### src/rtl/gfr_pkg.sv
// Shared types, widths and helpers for the free-run gap finder.
// No dependencies; every other file imports this package.
package gfr_pkg;

    // Frame and list sizing
    localparam int MAX_COLUMNS = 1024;
    localparam int TOP_N_MAX   = 8;

    // Field widths
    localparam int COL_W      = $clog2(MAX_COLUMNS);
    localparam int LEN_W      = $clog2(MAX_COLUMNS + 1);
    localparam int CNT_W      = $clog2(TOP_N_MAX + 1);
    localparam int RANK_W     = 3;
    localparam int DEPTH_W    = 20;
    localparam int FRAC_W     = 4;
    localparam int THR_W      = 16;
    localparam int TOPC_W     = 4;
    localparam int CFG_IDX_W  = 2;
    localparam int CFG_DATA_W = 16;

    // Reset values of the configuration registers
    localparam logic [THR_W-1:0]  THRESHOLD_RESET = THR_W'(2999);
    localparam logic [TOPC_W-1:0] TOP_COUNT_RESET = TOPC_W'(2);

    // Configuration register map
    typedef enum logic [CFG_IDX_W-1:0] {
        REG_DEPTH_THRESHOLD = 2'd0,
        REG_TOP_COUNT       = 2'd1
    } cfg_reg_t;

    // One entry of the sorted gap list
    typedef struct packed {
        logic             valid;
        logic [COL_W-1:0] gap_start;
        logic [COL_W-1:0] gap_end;
    } gap_t;

    // A closed run offered to the list
    typedef struct packed {
        logic             en;
        logic [COL_W-1:0] gap_start;
        logic [COL_W-1:0] gap_end;
        logic [LEN_W-1:0] len;
    } ins_t;

    // end - start + 1
    function automatic logic [LEN_W-1:0] gap_len(input logic [COL_W-1:0] s,
                                                 input logic [COL_W-1:0] e);
        gap_len = {1'b0, e} - {1'b0, s} + LEN_W'(1);
    endfunction

endpackage

### src/rtl/gfr_col_if.sv
// Column input channel: valid/ready plus one column beat.
// Depends on gfr_pkg.
interface gfr_col_if import gfr_pkg::*; ();
    logic               valid;
    logic               ready;
    logic [DEPTH_W-1:0] depth_value;
    logic               last_column;

    modport source (output valid, depth_value, last_column, input ready);
    modport sink   (input valid, depth_value, last_column, output ready);
endinterface

### src/rtl/gfr_gap_if.sv
// Result channel: valid/ready plus one gap beat.
// Depends on gfr_pkg.
interface gfr_gap_if import gfr_pkg::*; ();
    logic              valid;
    logic              ready;
    logic              found;
    logic [RANK_W-1:0] rank;
    logic [COL_W-1:0]  gap_start;
    logic [COL_W-1:0]  gap_end;
    logic [LEN_W-1:0]  gap_length;
    logic              last_result;

    modport source (output valid, found, rank, gap_start, gap_end, gap_length,
                    last_result, input ready);
    modport sink   (input valid, found, rank, gap_start, gap_end, gap_length,
                    last_result, output ready);
endinterface

### src/rtl/gfr_cfg_if.sv
// Configuration write channel: valid/ready, register index and data.
// Depends on gfr_pkg.
interface gfr_cfg_if import gfr_pkg::*; ();
    logic                  valid;
    logic                  ready;
    logic [CFG_IDX_W-1:0]  index;
    logic [CFG_DATA_W-1:0] data;

    modport source (output valid, index, data, input ready);
    modport sink   (input valid, index, data, output ready);
endinterface

### src/rtl/free_run_gap_finder_top_n.sv
// A frame's first result is valid in the cycle after its last column beat.
// Throughput: one column per cycle; up to TOP_N_MAX results, one per ready cycle.
// A last column waits only while the previous frame's results are still draining.
// Insertion rate is set by the list cells, which all compare in the same cycle.
// Reset (rst_n low, async): list, run state and result chain clear;
// depth_threshold returns to 2999 and top_count to 2.
module free_run_gap_finder_top_n import gfr_pkg::*; (
    input  logic           clk,
    input  logic           rst_n,
    gfr_col_if.sink        col_in,
    gfr_gap_if.source      gap_out,
    gfr_cfg_if.sink        cfg
);

    logic [THR_W-1:0]  threshold_reg;
    logic [TOPC_W-1:0] top_count_reg;
    logic              busy_reg, busy_next;
    logic [RANK_W-1:0] rank_reg, rank_next;

    logic              col_acc;
    logic              out_acc;
    logic              snap_load;
    logic              snap_shift;
    logic [CNT_W-1:0]  want;
    logic              frame_end;
    ins_t              ins;

    gap_t              gap_q     [TOP_N_MAX];
    gap_t              prev_gap  [TOP_N_MAX];
    gap_t              snap_q    [TOP_N_MAX];
    gap_t              snap_in   [TOP_N_MAX];
    logic [TOP_N_MAX-1:0] keep;
    logic [TOP_N_MAX-1:0] prev_keep;
    logic [TOP_N_MAX-1:0] snap_en;
    logic [TOP_N_MAX-1:0] list_valid;

    // Configuration registers
    assign cfg.ready = 1'b1;

    always_ff @(posedge clk or negedge rst_n)
    begin
        if (!rst_n)
        begin
            threshold_reg <= THRESHOLD_RESET;
            top_count_reg <= TOP_COUNT_RESET;
        end
        else if (cfg.valid)
        begin
            unique case (cfg_reg_t'(cfg.index))
                REG_DEPTH_THRESHOLD: threshold_reg <= cfg.data[THR_W-1:0];
                REG_TOP_COUNT:       top_count_reg <= cfg.data[TOPC_W-1:0];
                default: ;
            endcase
        end
    end

    // Handshakes
    assign col_in.ready = !(busy_reg && col_in.last_column);
    assign col_acc      = col_in.valid && col_in.ready;
    assign out_acc      = gap_out.valid && gap_out.ready;
    assign snap_load    = frame_end;
    assign snap_shift   = out_acc && !gap_out.last_result;

    // Clamp of top_count to 1..TOP_N_MAX
    always_comb
    begin
        if (top_count_reg == '0)
            want = CNT_W'(1);
        else if (32'(top_count_reg) > 32'(TOP_N_MAX))
            want = CNT_W'(TOP_N_MAX);
        else
            want = CNT_W'(top_count_reg);
    end

    gfr_column u_column (
        .clk         (clk),
        .rst_n       (rst_n),
        .acc         (col_acc),
        .depth_value (col_in.depth_value),
        .last_column (col_in.last_column),
        .threshold   (threshold_reg),
        .ins         (ins),
        .frame_end   (frame_end)
    );

    // Row of list cells
    for (genvar k = 0; k < TOP_N_MAX; k++)
    begin : g_cell
        if (k == 0)
        begin : g_head
            assign prev_keep[k] = 1'b1;
            assign prev_gap[k]  = '0;
        end
        else
        begin : g_body
            assign prev_keep[k] = keep[k-1];
            assign prev_gap[k]  = gap_q[k-1];
        end

        if (k == TOP_N_MAX - 1)
        begin : g_tail
            assign snap_in[k] = '0;
        end
        else
        begin : g_link
            assign snap_in[k] = snap_q[k+1];
        end

        assign snap_en[k]    = k < 32'(want);
        assign list_valid[k] = gap_q[k].valid;

        gfr_cell u_cell (
            .clk        (clk),
            .rst_n      (rst_n),
            .ins        (ins),
            .frame_end  (frame_end),
            .prev_keep  (prev_keep[k]),
            .prev_gap   (prev_gap[k]),
            .keep       (keep[k]),
            .gap_q      (gap_q[k]),
            .snap_load  (snap_load),
            .snap_en    (snap_en[k]),
            .snap_shift (snap_shift),
            .snap_prev  (snap_in[k]),
            .snap_q     (snap_q[k])
        );
    end

    // Result sequencing
    always_comb
    begin
        busy_next = busy_reg;
        rank_next = rank_reg;
        if (snap_load)
        begin
            busy_next = 1'b1;
            rank_next = '0;
        end
        else if (out_acc)
        begin
            if (gap_out.last_result)
                busy_next = 1'b0;
            else
                rank_next = rank_reg + RANK_W'(1);
        end
    end

    always_ff @(posedge clk or negedge rst_n)
    begin
        if (!rst_n)
        begin
            busy_reg <= 1'b0;
            rank_reg <= '0;
        end
        else
        begin
            busy_reg <= busy_next;
            rank_reg <= rank_next;
        end
    end

    // Result beat from the head of the chain
    always_comb
    begin
        gap_out.valid       = busy_reg;
        gap_out.found       = snap_q[0].valid;
        gap_out.rank        = snap_q[0].valid ? rank_reg : '0;
        gap_out.gap_start   = snap_q[0].valid ? snap_q[0].gap_start : '0;
        gap_out.gap_end     = snap_q[0].valid ? snap_q[0].gap_end : '0;
        gap_out.gap_length  = snap_q[0].valid
                            ? gap_len(snap_q[0].gap_start, snap_q[0].gap_end) : '0;
        gap_out.last_result = !snap_in[0].valid;
    end

    a_empty_single: assert property (@(posedge clk) disable iff (!rst_n)
        gap_out.valid && !gap_out.found |-> gap_out.last_result)
        else $error("empty frame result not marked last");
    a_result_follows: assert property (@(posedge clk) disable iff (!rst_n)
        col_acc && col_in.last_column |=> gap_out.valid)
        else $error("no result after last column");
    a_list_prefix: assert property (@(posedge clk) disable iff (!rst_n)
        ((list_valid >> 1) & ~list_valid) == '0)
        else $error("gap list has a hole");
    a_found_len: assert property (@(posedge clk) disable iff (!rst_n)
        gap_out.valid && gap_out.found |-> gap_out.gap_length >= LEN_W'(2))
        else $error("reported gap shorter than two columns");

endmodule

### src/rtl/gfr_column.sv
// Column tracker: free test, run tracking and closing of runs.
// Depends on gfr_pkg.
module gfr_column import gfr_pkg::*; (
    input  logic               clk,
    input  logic               rst_n,
    input  logic               acc,
    input  logic [DEPTH_W-1:0] depth_value,
    input  logic               last_column,
    input  logic [THR_W-1:0]   threshold,
    output ins_t               ins,
    output logic               frame_end
);

    logic [COL_W-1:0] column_index_reg, column_index_next;
    logic             in_run_reg, in_run_next;
    logic [COL_W-1:0] run_start_reg, run_start_next;
    logic             frame_full_reg, frame_full_next;

    logic             is_free;
    logic             close_en;
    logic [COL_W-1:0] close_e;
    logic [COL_W-1:0] start_eff;

    // Free column: frame not full, above zero and at most threshold (scaled to 4 fraction bits)
    assign is_free = !frame_full_reg && (depth_value != '0) &&
                     (depth_value <= {threshold, FRAC_W'(0)});

    assign start_eff = in_run_reg ? run_start_reg : column_index_reg;
    assign frame_end = acc && last_column;

    // Run close decision and next state
    always_comb
    begin
        close_en          = 1'b0;
        close_e           = column_index_reg;
        column_index_next = column_index_reg;
        in_run_next       = in_run_reg;
        run_start_next    = run_start_reg;
        frame_full_next   = frame_full_reg;

        if (is_free)
        begin
            // open run ends here on the last column
            close_en = last_column;
        end
        else if (in_run_reg)
        begin
            close_en = 1'b1;
            close_e  = frame_full_reg ? column_index_reg
                                      : column_index_reg - COL_W'(1);
        end

        if (acc)
        begin
            if (last_column)
            begin
                column_index_next = '0;
                in_run_next       = 1'b0;
                run_start_next    = '0;
                frame_full_next   = 1'b0;
            end
            else
            begin
                in_run_next    = is_free;
                run_start_next = (is_free && !in_run_reg) ? column_index_reg
                                                          : run_start_reg;
                if (column_index_reg == COL_W'(MAX_COLUMNS - 1))
                    frame_full_next = 1'b1;
                else
                    column_index_next = column_index_reg + COL_W'(1);
            end
        end
    end

    // Runs of one column are dropped
    always_comb
    begin
        ins.en        = acc && close_en && (close_e > start_eff);
        ins.gap_start = start_eff;
        ins.gap_end   = close_e;
        ins.len       = gap_len(start_eff, close_e);
    end

    always_ff @(posedge clk or negedge rst_n)
    begin
        if (!rst_n)
        begin
            column_index_reg <= '0;
            in_run_reg       <= 1'b0;
            run_start_reg    <= '0;
            frame_full_reg   <= 1'b0;
        end
        else
        begin
            column_index_reg <= column_index_next;
            in_run_reg       <= in_run_next;
            run_start_reg    <= run_start_next;
            frame_full_reg   <= frame_full_next;
        end
    end

    a_index_held_when_full: assert property (@(posedge clk) disable iff (!rst_n)
        frame_full_reg |-> column_index_reg == COL_W'(MAX_COLUMNS - 1))
        else $error("column index moved after frame full");
    a_no_free_when_full: assert property (@(posedge clk) disable iff (!rst_n)
        frame_full_reg && acc |=> !in_run_reg)
        else $error("run still open after frame full");
    a_ins_len_two: assert property (@(posedge clk) disable iff (!rst_n)
        ins.en |-> ins.len >= LEN_W'(2))
        else $error("short run offered to list");

endmodule

### src/rtl/gfr_cell.sv
// One cell of the sorted gap list plus its stage of the result shift chain.
// Depends on gfr_pkg.
module gfr_cell import gfr_pkg::*; (
    input  logic clk,
    input  logic rst_n,
    input  ins_t ins,
    input  logic frame_end,
    input  logic prev_keep,
    input  gap_t prev_gap,
    output logic keep,
    output gap_t gap_q,
    input  logic snap_load,
    input  logic snap_en,
    input  logic snap_shift,
    input  gap_t snap_prev,
    output gap_t snap_q
);

    gap_t gap_reg, gap_next;
    gap_t snap_reg;
    gap_t new_gap;

    // Entry stays put when at least as long as the new run (ties keep order)
    assign keep = gap_reg.valid &&
                  (gap_len(gap_reg.gap_start, gap_reg.gap_end) >= ins.len);

    always_comb
    begin
        new_gap.valid     = 1'b1;
        new_gap.gap_start = ins.gap_start;
        new_gap.gap_end   = ins.gap_end;
        gap_next          = gap_reg;
        if (ins.en && !keep)
            gap_next = prev_keep ? new_gap : prev_gap;
    end

    // List entry, cleared at the end of each frame
    always_ff @(posedge clk or negedge rst_n)
    begin
        if (!rst_n)
            gap_reg <= '0;
        else if (frame_end)
            gap_reg <= '0;
        else
            gap_reg <= gap_next;
    end

    // Result chain: load the final list, then shift toward cell 0
    always_ff @(posedge clk or negedge rst_n)
    begin
        if (!rst_n)
            snap_reg <= '0;
        else if (snap_load)
            snap_reg <= snap_en ? gap_next : '0;
        else if (snap_shift)
            snap_reg <= snap_prev;
    end

    assign gap_q  = gap_reg;
    assign snap_q = snap_reg;

    a_valid_ordered: assert property (@(posedge clk) disable iff (!rst_n)
        gap_reg.valid |-> gap_reg.gap_end > gap_reg.gap_start)
        else $error("list entry shorter than two columns");
    a_load_shift_excl: assert property (@(posedge clk) disable iff (!rst_n)
        !(snap_load && snap_shift))
        else $error("result chain loaded while shifting");
    a_cleared_after_end: assert property (@(posedge clk) disable iff (!rst_n)
        frame_end |=> !gap_reg.valid)
        else $error("list entry survived end of frame");

endmodule

### src/flat_wrapper.sv
// flat-port wrapper written by rule: the top's interface ports become plain ports
module free_run_gap_finder_top_n_flat import gfr_pkg::*;
  (clk, rst_n, col_in_valid, col_in_depth_value, col_in_last_column, col_in_ready, gap_out_valid, gap_out_found, gap_out_rank, gap_out_gap_start, gap_out_gap_end, gap_out_gap_length, gap_out_last_result, gap_out_ready, cfg_valid, cfg_index, cfg_data, cfg_ready);
  gfr_col_if col_in_i ();
  gfr_gap_if gap_out_i ();
  gfr_cfg_if cfg_i ();
  input  logic clk;
  input  logic rst_n;
  input wire logic [$bits(col_in_i.valid)-1:0] col_in_valid;
  input wire logic [$bits(col_in_i.depth_value)-1:0] col_in_depth_value;
  input wire logic [$bits(col_in_i.last_column)-1:0] col_in_last_column;
  output wire logic [$bits(col_in_i.ready)-1:0] col_in_ready;
  output wire logic [$bits(gap_out_i.valid)-1:0] gap_out_valid;
  output wire logic [$bits(gap_out_i.found)-1:0] gap_out_found;
  output wire logic [$bits(gap_out_i.rank)-1:0] gap_out_rank;
  output wire logic [$bits(gap_out_i.gap_start)-1:0] gap_out_gap_start;
  output wire logic [$bits(gap_out_i.gap_end)-1:0] gap_out_gap_end;
  output wire logic [$bits(gap_out_i.gap_length)-1:0] gap_out_gap_length;
  output wire logic [$bits(gap_out_i.last_result)-1:0] gap_out_last_result;
  input wire logic [$bits(gap_out_i.ready)-1:0] gap_out_ready;
  input wire logic [$bits(cfg_i.valid)-1:0] cfg_valid;
  input wire logic [$bits(cfg_i.index)-1:0] cfg_index;
  input wire logic [$bits(cfg_i.data)-1:0] cfg_data;
  output wire logic [$bits(cfg_i.ready)-1:0] cfg_ready;
  assign col_in_i.valid = col_in_valid;
  assign col_in_i.depth_value = col_in_depth_value;
  assign col_in_i.last_column = col_in_last_column;
  assign col_in_ready = col_in_i.ready;
  assign gap_out_valid = gap_out_i.valid;
  assign gap_out_found = gap_out_i.found;
  assign gap_out_rank = gap_out_i.rank;
  assign gap_out_gap_start = gap_out_i.gap_start;
  assign gap_out_gap_end = gap_out_i.gap_end;
  assign gap_out_gap_length = gap_out_i.gap_length;
  assign gap_out_last_result = gap_out_i.last_result;
  assign gap_out_i.ready = gap_out_ready;
  assign cfg_i.valid = cfg_valid;
  assign cfg_i.index = cfg_index;
  assign cfg_i.data = cfg_data;
  assign cfg_ready = cfg_i.ready;
  free_run_gap_finder_top_n u_core (.clk(clk), .rst_n(rst_n), .col_in(col_in_i), .gap_out(gap_out_i), .cfg(cfg_i));
endmodule
### config.mk
export PLATFORM = sky130hd
export DESIGN_NAME = free_run_gap_finder_top_n_flat
export DESIGN_NICKNAME = d
export VERILOG_FILES = /design/src/rtl/gfr_pkg.sv /design/src/rtl/gfr_col_if.sv /design/src/rtl/gfr_gap_if.sv /design/src/rtl/gfr_cfg_if.sv /design/src/rtl/free_run_gap_finder_top_n.sv /design/src/rtl/gfr_column.sv /design/src/rtl/gfr_cell.sv /design/src/flat_wrapper.sv
export SDC_FILE = /design/constraint.sdc
export NUM_CORES = 1
export LEC_CHECK = 0
export ABC_AREA = 1
export CELL_PAD_IN_SITES_DETAIL_PLACEMENT = 1
export CELL_PAD_IN_SITES_GLOBAL_PLACEMENT = 1
export CORE_MARGIN = 2
export CORE_UTILIZATION = 35
export DETAILED_ROUTE_END_ITERATION = 8
export DONT_BUFFER_PORTS = 1
export PLACE_DENSITY_LB_ADDON = 0.1
export REMOVE_ABC_BUFFERS = 1
export SYNTH_ARGS = -nofsm -noshare
export SYNTH_HDL_FRONTEND = slang
export SYNTH_HIERARCHICAL = 1
export SYNTH_SLANG_ARGS = --single-unit
### constraint.sdc
create_clock -name clk -period 7.1 [get_ports clk]
set_input_delay 0.355 -clock clk [delete_from_list [all_inputs] [get_ports clk]]
set_output_delay 0.355 -clock clk [all_outputs]
set_load 0.02 [all_outputs]
Yosys cells after proc, flatten, opt, wreduce, memory -nomap -nowiden
Cells that the tools add are included.
Widths: inputs -> output; s select.
{"block": "totals", "reg_bits": 382, "wordCells": 227, "input_bits": 44, "out_inout_bits": 39}
{"block": "op_classes", "eq_ne": 4, "n_lt_le_gt_ge": 19, "add_sub_neg": 23, "mux": 72, "n_reduce_logical": 53}
{"cell": "$mux 21", "n": 47}
{"cell": "$add 11x1->11 const B", "n": 10}
{"cell": "$sub 10x10->11", "n": 10}
{"cell": "$mux 10", "n": 10}
{"cell": "$ge 11x11->1", "n": 8}
{"cell": "$logic_and 1x1->1", "n": 26}
{"cell": "$le 20x20->1", "n": 1}
{"cell": "$reduce_bool 20->1", "n": 1}
{"cell": "$lt 3x4->1 const A", "n": 4}
{"cell": "$reduce_and 2->1", "n": 7}
{"cell": "$logic_not 1->1", "n": 12}
{"cell": "$mux 3", "n": 4}
{"cell": "$mux 11", "n": 1}
{"cell": "$add 10x1->10 const B", "n": 1}
{"cell": "$eq 10x10->1 const B", "n": 1}
{"cell": "$gt 10x10->1", "n": 1}
{"cell": "$reduce_bool 2->1", "n": 5}
{"cell": "$sub 10x1->10 const B", "n": 1}
{"cell": "$lt 1x4->1 const A", "n": 2}
{"cell": "$lt 2x4->1 const A", "n": 2}
{"cell": "$mux 1", "n": 8}
{"cell": "$mux 4", "n": 2}
{"cell": "$gt 4x4->1 const B", "n": 1}
{"cell": "$logic_not 4->1", "n": 1}
{"cell": "5 further kinds", "n": 5}

Logic depth before layout (Yosys ltp)
Gate-level depths: netlist of the first run.
{"block": "depth", "ltp_word": 13, "ltp_mapped": 42, "ltp_nobuf": 40}

Modules after synthesis
Netlist of the first run, hierarchy kept.
{"module": "gfr_cell at u_core.g_cell[0].u_cell ...", "area_per_inst_um2": 3470.8, "cells_each": 401, "seq_area_each_um2": 1051.0, "instances": 4}
{"module": "gfr_cell at u_core.g_cell[6].u_cell ...", "area_per_inst_um2": 3429.5, "cells_each": 398, "seq_area_each_um2": 1051.0, "instances": 2}
{"module": "gfr_cell at u_core.g_cell[1].u_cell", "area_per_inst_um2": 3424.5, "cells_each": 402, "seq_area_each_um2": 1051.0, "instances": 1}
{"module": "gfr_cell at u_core.g_cell[5].u_cell", "area_per_inst_um2": 3230.6, "cells_each": 426, "seq_area_each_um2": 1051.0, "instances": 1}
{"module": "gfr_column", "area_per_inst_um2": 2886.5, "cells_each": 446, "seq_area_each_um2": 550.5, "instances": 1}
{"module": "free_run_gap_finder_top_n", "area_per_inst_um2": 1961.9, "cells_each": 262, "seq_area_each_um2": 613.1, "instances": 1}

Worst setup path after synthesis of the first run
Ideal clock, no wire load.
{"block": "synth_timing", "kind": "register to register", "from": "register u_core.threshold_reg[11]", "to": "register u_core.g_cell[5].u_cell.snap_reg (netlist bit u_core/g_cell[5].u_cell/snap_q[1])", "path_buffers": 3, "synth_period_minus_slack_ns": 5.905, "required_ns": 6.976, "path_stages_with_launch": 36, "setup_slack_ns": 1.195, "arrival_time_ns": 5.781, "setup_ns": 0.124, "path_cell_list": "dfstp_2 inv_1 ha_1 a21oi_1 nand2_1 a21oi_1 nand2_1 nand2_1 nand2_2 buf_6 o21ai_0 fa_1 a21oi_1 nor2_1 a211oi_1 nor2_1 nand2_1 nand2_1 xnor2_1 inv_1 ha_1 nand2_1 nor2_1 nand2_1 nor2_2 nor2_2 nand3_2 nand2_4 buf_4 inv_1 buf_2 mux2_2 inv_1 nand3_1 nand3_2 a21oi_2"}
{"element": "from (decl)", "line_no": "free_run_gap_finder_top_n.sv:15", "source": "logic [THR_W-1:0] threshold_reg;"}
{"element": "from (signal assigned)", "line_no": "free_run_gap_finder_top_n.sv:50", "source": "REG_DEPTH_THRESHOLD: threshold_reg <= cfg.data[THR_W-1:0];"}
{"element": "to (signal assigned)", "line_no": "gfr_cell.sv:54", "source": "snap_reg <= snap_en ? gap_next : '0;"}
{"element": "to (signal assigned)", "line_no": "gfr_cell.sv:56", "source": "snap_reg <= snap_prev;"}
{"element": "to (decl)", "line_no": "gfr_cell.sv:20", "source": "gap_t snap_reg;"}

==> results of run 1 <==
-- repair_timing --
action                                 in CTS  in global routing
buffers inserted                            0                  3
resized for setup                           0                  2
setup endpoints to repair                   0                321
endpoints found under the hold margin     416                382
-- worst max-delay path, delay by kind of cell, from the launching register on --
| family | cells | cell delay (ps) |
|---|---|---|
| simple gates | 16 | 1910 |
| fa+ha+maj | 5 | 1630 |
| compound gates | 6 | 980 |
| buf+inv | 5 | 900 |
| flops | 1 | 540 |
| xor+xnor | 1 | 310 |
-- metal layers --
layer	up-vias	share of wire, %
met2	307	46
met3	118	4.1
met4	2	3.0
li1	12691	-
met5	-	0.0090
met1	12552	47
-- through the flow --
stage                     TNS (ps)  setup WS [ps]  utilization, %
after floorplan           -2073320          -6350               -
after global placement           0            445            36.4
after detailed placement         0            351            36.4
after CTS                        0            321            38.5
after global routing             0           8.21            38.5
final                            0            692            38.5
-- area by class of cell --
type	instances	area, sq um
fill	10978	56300
multi-input combinational	2829	19500
sequential	382	9570
inverter	595	2240
tap	1186	1480
clock buffer	71	1480
timing repair buffer	85	696
clock inverter	19	297
-- worst paths after layout --
path / end / from / slack [ps]
setup / recovery: u_core/g_cell[3].u_cell/snap_q[15] / u_core/threshold_reg[11] / 690
hold / removal: u_core/rank_reg[0] / rst_n / -560
setup reg to reg: u_core/g_cell[3].u_cell/snap_q[15] / u_core/threshold_reg[11] / 690
hold reg to reg: u_core/threshold_reg[3] / u_core/threshold_reg[3] / 480
max in group asynchronous: u_core/g_cell[6].u_cell/snap_q[16] / rst_n / 6370
min in group clk: u_core/u_column/column_index_reg[1] / col_in_last_column / 70
==> summary.txt, run 1 <==
die area = 94,600 sq um
layout net count = 4,301
area delta synth->final = 9.38%
Critical Path AT = 6950 ps
R2R cell count = 33
skew final = 20.2 ps
CTS Hold Buffers Added = 18
Row Count = 111
I/O pin total = 83
GRT Util Overall = 23.8%
die width = 308 um
layout cells sized above 1 = 20.0%
Root Driver = clkbuf_16
number of global-route vias before repair = 27,010
Slew Viols, Final = 142
GPL Wtd Cong = 0.834
Die Span Y = 308 um
violated checks = negative hold slack, max-slew violations
Worst path slowest cell = dfstp_2
Worst-Margin Slew = 1610 ps
outcome = finished, violations left
First-pass DRT Iterations = 5
RSZ-0062 raised after global routing = no
Hold Path Class = input port to async pin
Max-slew headroom = -7.60%
CTS tree = built
Worst setup EP type = flip-flop
Final Cycle Share = 90.3%
commonest non-fill, non-tap cells in the layout = inv_1, nand2_1, nor2_1
Initial Util = 35.2%
met1 Usage GRT = 32.8%
placed inst area = 33,300 sq um
Sink Count = 382
initial antenna violation count = 2
first-pass GRT wire length = 171,000 um
final wirelength = 111,000 um
CP most frequent cell = nand2_1
Hold Slack = -555 ps
GR Util met2 = 38.6%
commonest non-fill, non-tap cell in the layout = inv_1
Hold Fails Final Rpt = 372
DRC viols = 0
Skew-Pair Late Insertion Delay = 620 ps
final instance area = 35,300 sq um
Antenna Cells = 0
worst-path fanout max = 22
Ys Warns = 6
GR Overflow Total = 0
Placed Cells = 5,056
vias per cell = 4.97
Post-Syn Area = 32,200 sq um
CP required = 7640 ps
Final Non-Filler Cells = 5,167
Detailed Route Iter0 Violations = 1,260
final-report setup violation count = 0
pin count of the biggest net entering global routing = 383
DR WL/cell = 21.6 um
Port-buffer cells = 0
met3 usage = 3.26%
Routed Antenna Nets = 0
gr busiest metal = met2
vias after detailed routing = 25,670
startpoint types = flip-flop
clk slew on worst S/H paths = 60 ps
total CTS buffers = 52
maximum root-to-sink buffer count = 3
Max H-tree Level = 2
Worst Path Class, Setup = flip-flop to flip-flop
Final min period = 6410 ps
total core area = 91,500 sq um
Peak Freq = 0.156 GHz
CP max stage delay = 540 ps
hpwl dp = 82,900 um
Post-Synthesis Cells = 3,935
max-cap violation count = 0
syn_area_per_cell = 8.19 sq um
Power of run 1 is not shown: default switching activity piles up to over one toggle a cycle in this logic, so the estimate is an artifact.
==> inputs of run 2 (changes only) <==
ABC_CLOCK_PERIOD_IN_PS = 7100   (was default)
SYNTH_HIERARCHICAL = default   (was 1)
==> run 2 against run 1 <==
Compared with the run above:
- the run still ends with negative hold slack, max-slew violations left
- cell count is 5.9% lower
- first-iteration DRC count is 23% higher
- non-clock buffer count is 25 higher
- die area is 15% lower
- area after synthesis is 15% lower
- final area is 14% lower
- hold slack better by 16 ps
- worst setup slack worse by 21 ps
- highest routed layer unchanged
==> summary.txt, run 2 <==
outcome = finished, violations left
violated checks = negative hold slack, max-slew violations
I/O pin total = 83 (unchanged)
DR WL/cell = 22.8 um (+5.8%)
fill cell count = 9,683 (-12%)
EDFF count, synth = 0
Async S/R FF share, synth = 100%
commonest non-fill, non-tap cells in the layout = nand2_1, nand3_1, dfrtp_1
total core area = 77,500 sq um (-15%)
RSZ-0062 raised after global routing = no
CP required = 7540 ps (-100 ps)
commonest non-fill, non-tap cell in the layout = nand2_1
vias per cell = 5.39 (+8.5%)
die area = 80,500 sq um (-15%)
top-count cell post-synth = nand2_1
Worst setup EP type = flip-flop
clk slew on worst S/H paths = 60 ps (about the same)
CP most frequent cell = nand2_1
Max H-tree Level = 2 (unchanged)
initial antenna violation count = 1 (-1)
Antenna Cells = 0 (unchanged)
syn_area_per_cell = 7.19 sq um (-12%)
post-CTS setup buffers = 0 (unchanged)
Main synth FF type = dfrtp_1
Worst-Margin Slew = 1580 ps (-36.8 ps)
Detailed Route Iter0 Violations = 1,552 (+23%)
Worst path slowest cell = o21ai_0
Root Driver = clkbuf_16
Hold Path Class = input port to async pin
Hold Fails Final Rpt = 372 (unchanged)
CTS Hold Buffers Added = 17 (-1)
Commonest cells post-synth = nand2_1, nand3_1, dfrtp_1, nor2_1, inv_1
final-report setup violation count = 0 (unchanged)
worst-path fanout max = 12 (-45%)
Post-Syn Area = 27,400 sq um (-15%)
area delta synth->final = 11.0%
first-pass GRT wire length = 172,000 um (+0.41%)
Final Cycle Share = 90.5% (+0.29 points)
Row Count = 102 (-8.1%)
GRT Util Overall = 27.5% (+3.8 points)
Hold Slack = -540 ps (+15.9 ps)
vias after detailed routing = 26,214 (+2.1%)
GR Overflow Total = 0 (unchanged)
sequential-to-total area share from yosys stat = 35.0%
FF+latch count, synth = 382
number of global-route vias before repair = 28,130 (+4.1%)
Critical Path AT = 6870 ps (-80 ps)
CTS tree = built
Sink Count = 382 (unchanged)
Ys Warns = 0 (-6)
Final min period = 6430 ps (+20.8 ps)
pin count of the biggest net entering global routing = 383 (unchanged)
startpoint types = flip-flop
hpwl dp = 81,600 um (-1.6%)
skew final = 22.0 ps (+1.83 ps)
Die Span Y = 284 um (-7.8%)
area of the multi-input gates = 15,600 sq um (-20%)
final wirelength = 111,000 um (-0.41%)
Max-slew headroom = -5.15% (+2.5 points)
layout cells sized above 1 = 6.59% (-13 points)
die width = 284 um (-7.8%)
placed inst area = 28,600 sq um (-14%)
Worst Path Class, Setup = flip-flop to flip-flop
top post-synthesis cells by area = dfrtp_1, nand2_1, ha_1, nand3_1, nor2_1
total CTS buffers = 50 (-3.8%)
Post-Synthesis Cells = 3,808 (-3.2%)
Synth top area share = 34.0%
First-pass DRT Iterations = 5 (unchanged)
final instance area = 30,400 sq um (-14%)
register area = 9570 sq um (unchanged)
Resize count post-CTS = 0 (unchanged)
max-cap violation count = 0 (unchanged)
Cell variety after synth = 48
layout net count = 4,116 (-4.3%)
top cell type by total area after synthesis = dfrtp_1
Skew-Pair Late Insertion Delay = 610 ps (about the same)
maximum root-to-sink buffer count = 3 (unchanged)
Initial Util = 35.3% (+0.11 points)
DRC viols = 0 (unchanged)
Slew Viols, Final = 52 (-63%)
Port-buffer cells = 0 (unchanged)
GPL Wtd Cong = 0.884 (+6.0%)
Routed Antenna Nets = 0 (unchanged)
Peak Freq = 0.156 GHz (-0.32%)
CP max stage delay = 610 ps (+70 ps)
[run 2: worst paths after layout]
kind / end / depth (start not counted) / slack, ps / start
worst max-delay path: u_core.g_cell[1].u_cell.snap_q[20] / 37 / 670 / u_core.threshold_reg[9]
worst min register to register: u_core.g_cell[7].u_cell.snap_q[2] / 2 / 470 / u_core.g_cell[7].u_cell.snap_q[2]
worst min-delay path: u_core.g_cell[0].u_cell.snap_q[14] / 0 / -540 / rst_n
worst max register to register: u_core.g_cell[1].u_cell.snap_q[20] / 37 / 670 / u_core.threshold_reg[9]
min in group clk: u_core.threshold_reg[2] / 2 / 50 / cfg_data[2]
max in group asynchronous: u_core.g_cell[3].u_cell.gap_q[20] / 0 / 6380 / rst_n
[run 2: layout make-up]
type                       count  area share [%]
clock buffer                  80            5.05
clock inverter                11           0.231
inverter                     371            4.60
multi-input combinational   2868            51.4
sequential                   382            31.5
tap                         1040            4.28
timing repair buffer         110            2.98
[run 2: kinds of logic after synthesis]
group           Yosys count  share of synthesized area [%]
simple gates           1906                           29.1
compound gates          609                           12.1
buf+inv                 558                           8.20
flops                   382                           35.0
fa+ha+maj               289                           13.6
xor+xnor                 63                           2.02
other cells               1                         0.0137
[run 2: through the flow]
step	utilization (%)	setup slack, ps	setup TNS, ps	instances
floorplan	-	-859	-76600	3621
global placement	36.9	839	0	4754
detailed placement	36.9	756	0	4754
CTS	39.2	724	0	4862
global route	39.2	144	0	4862
finish	39.2	671	0	4862
[run 2: critical path, delay by kind of cell, from the launching register on]
kind,cells,cell delay [ps]
fa+ha+maj,5,1560
compound gates,5,1070
flops,1,510
buf+inv,7,710
xor+xnor,1,540
simple gates,19,1880
[run 2: per-layer routing]
metal / part of all wire (%) / up-vias / global-route usage (%) / routed length [um]
met5: 0.012 / - / 0 / 13
met4: 2.9 / 2 / 8.15 / 3240
met3: 3.3 / 140 / 2.94 / 3710
met2: 49 / 478 / 48.0 / 54000
met1: 45 / 13208 / 35.8 / 50100
li1: - / 12386 / - / -
Power of run 2 is left out for the same reason.
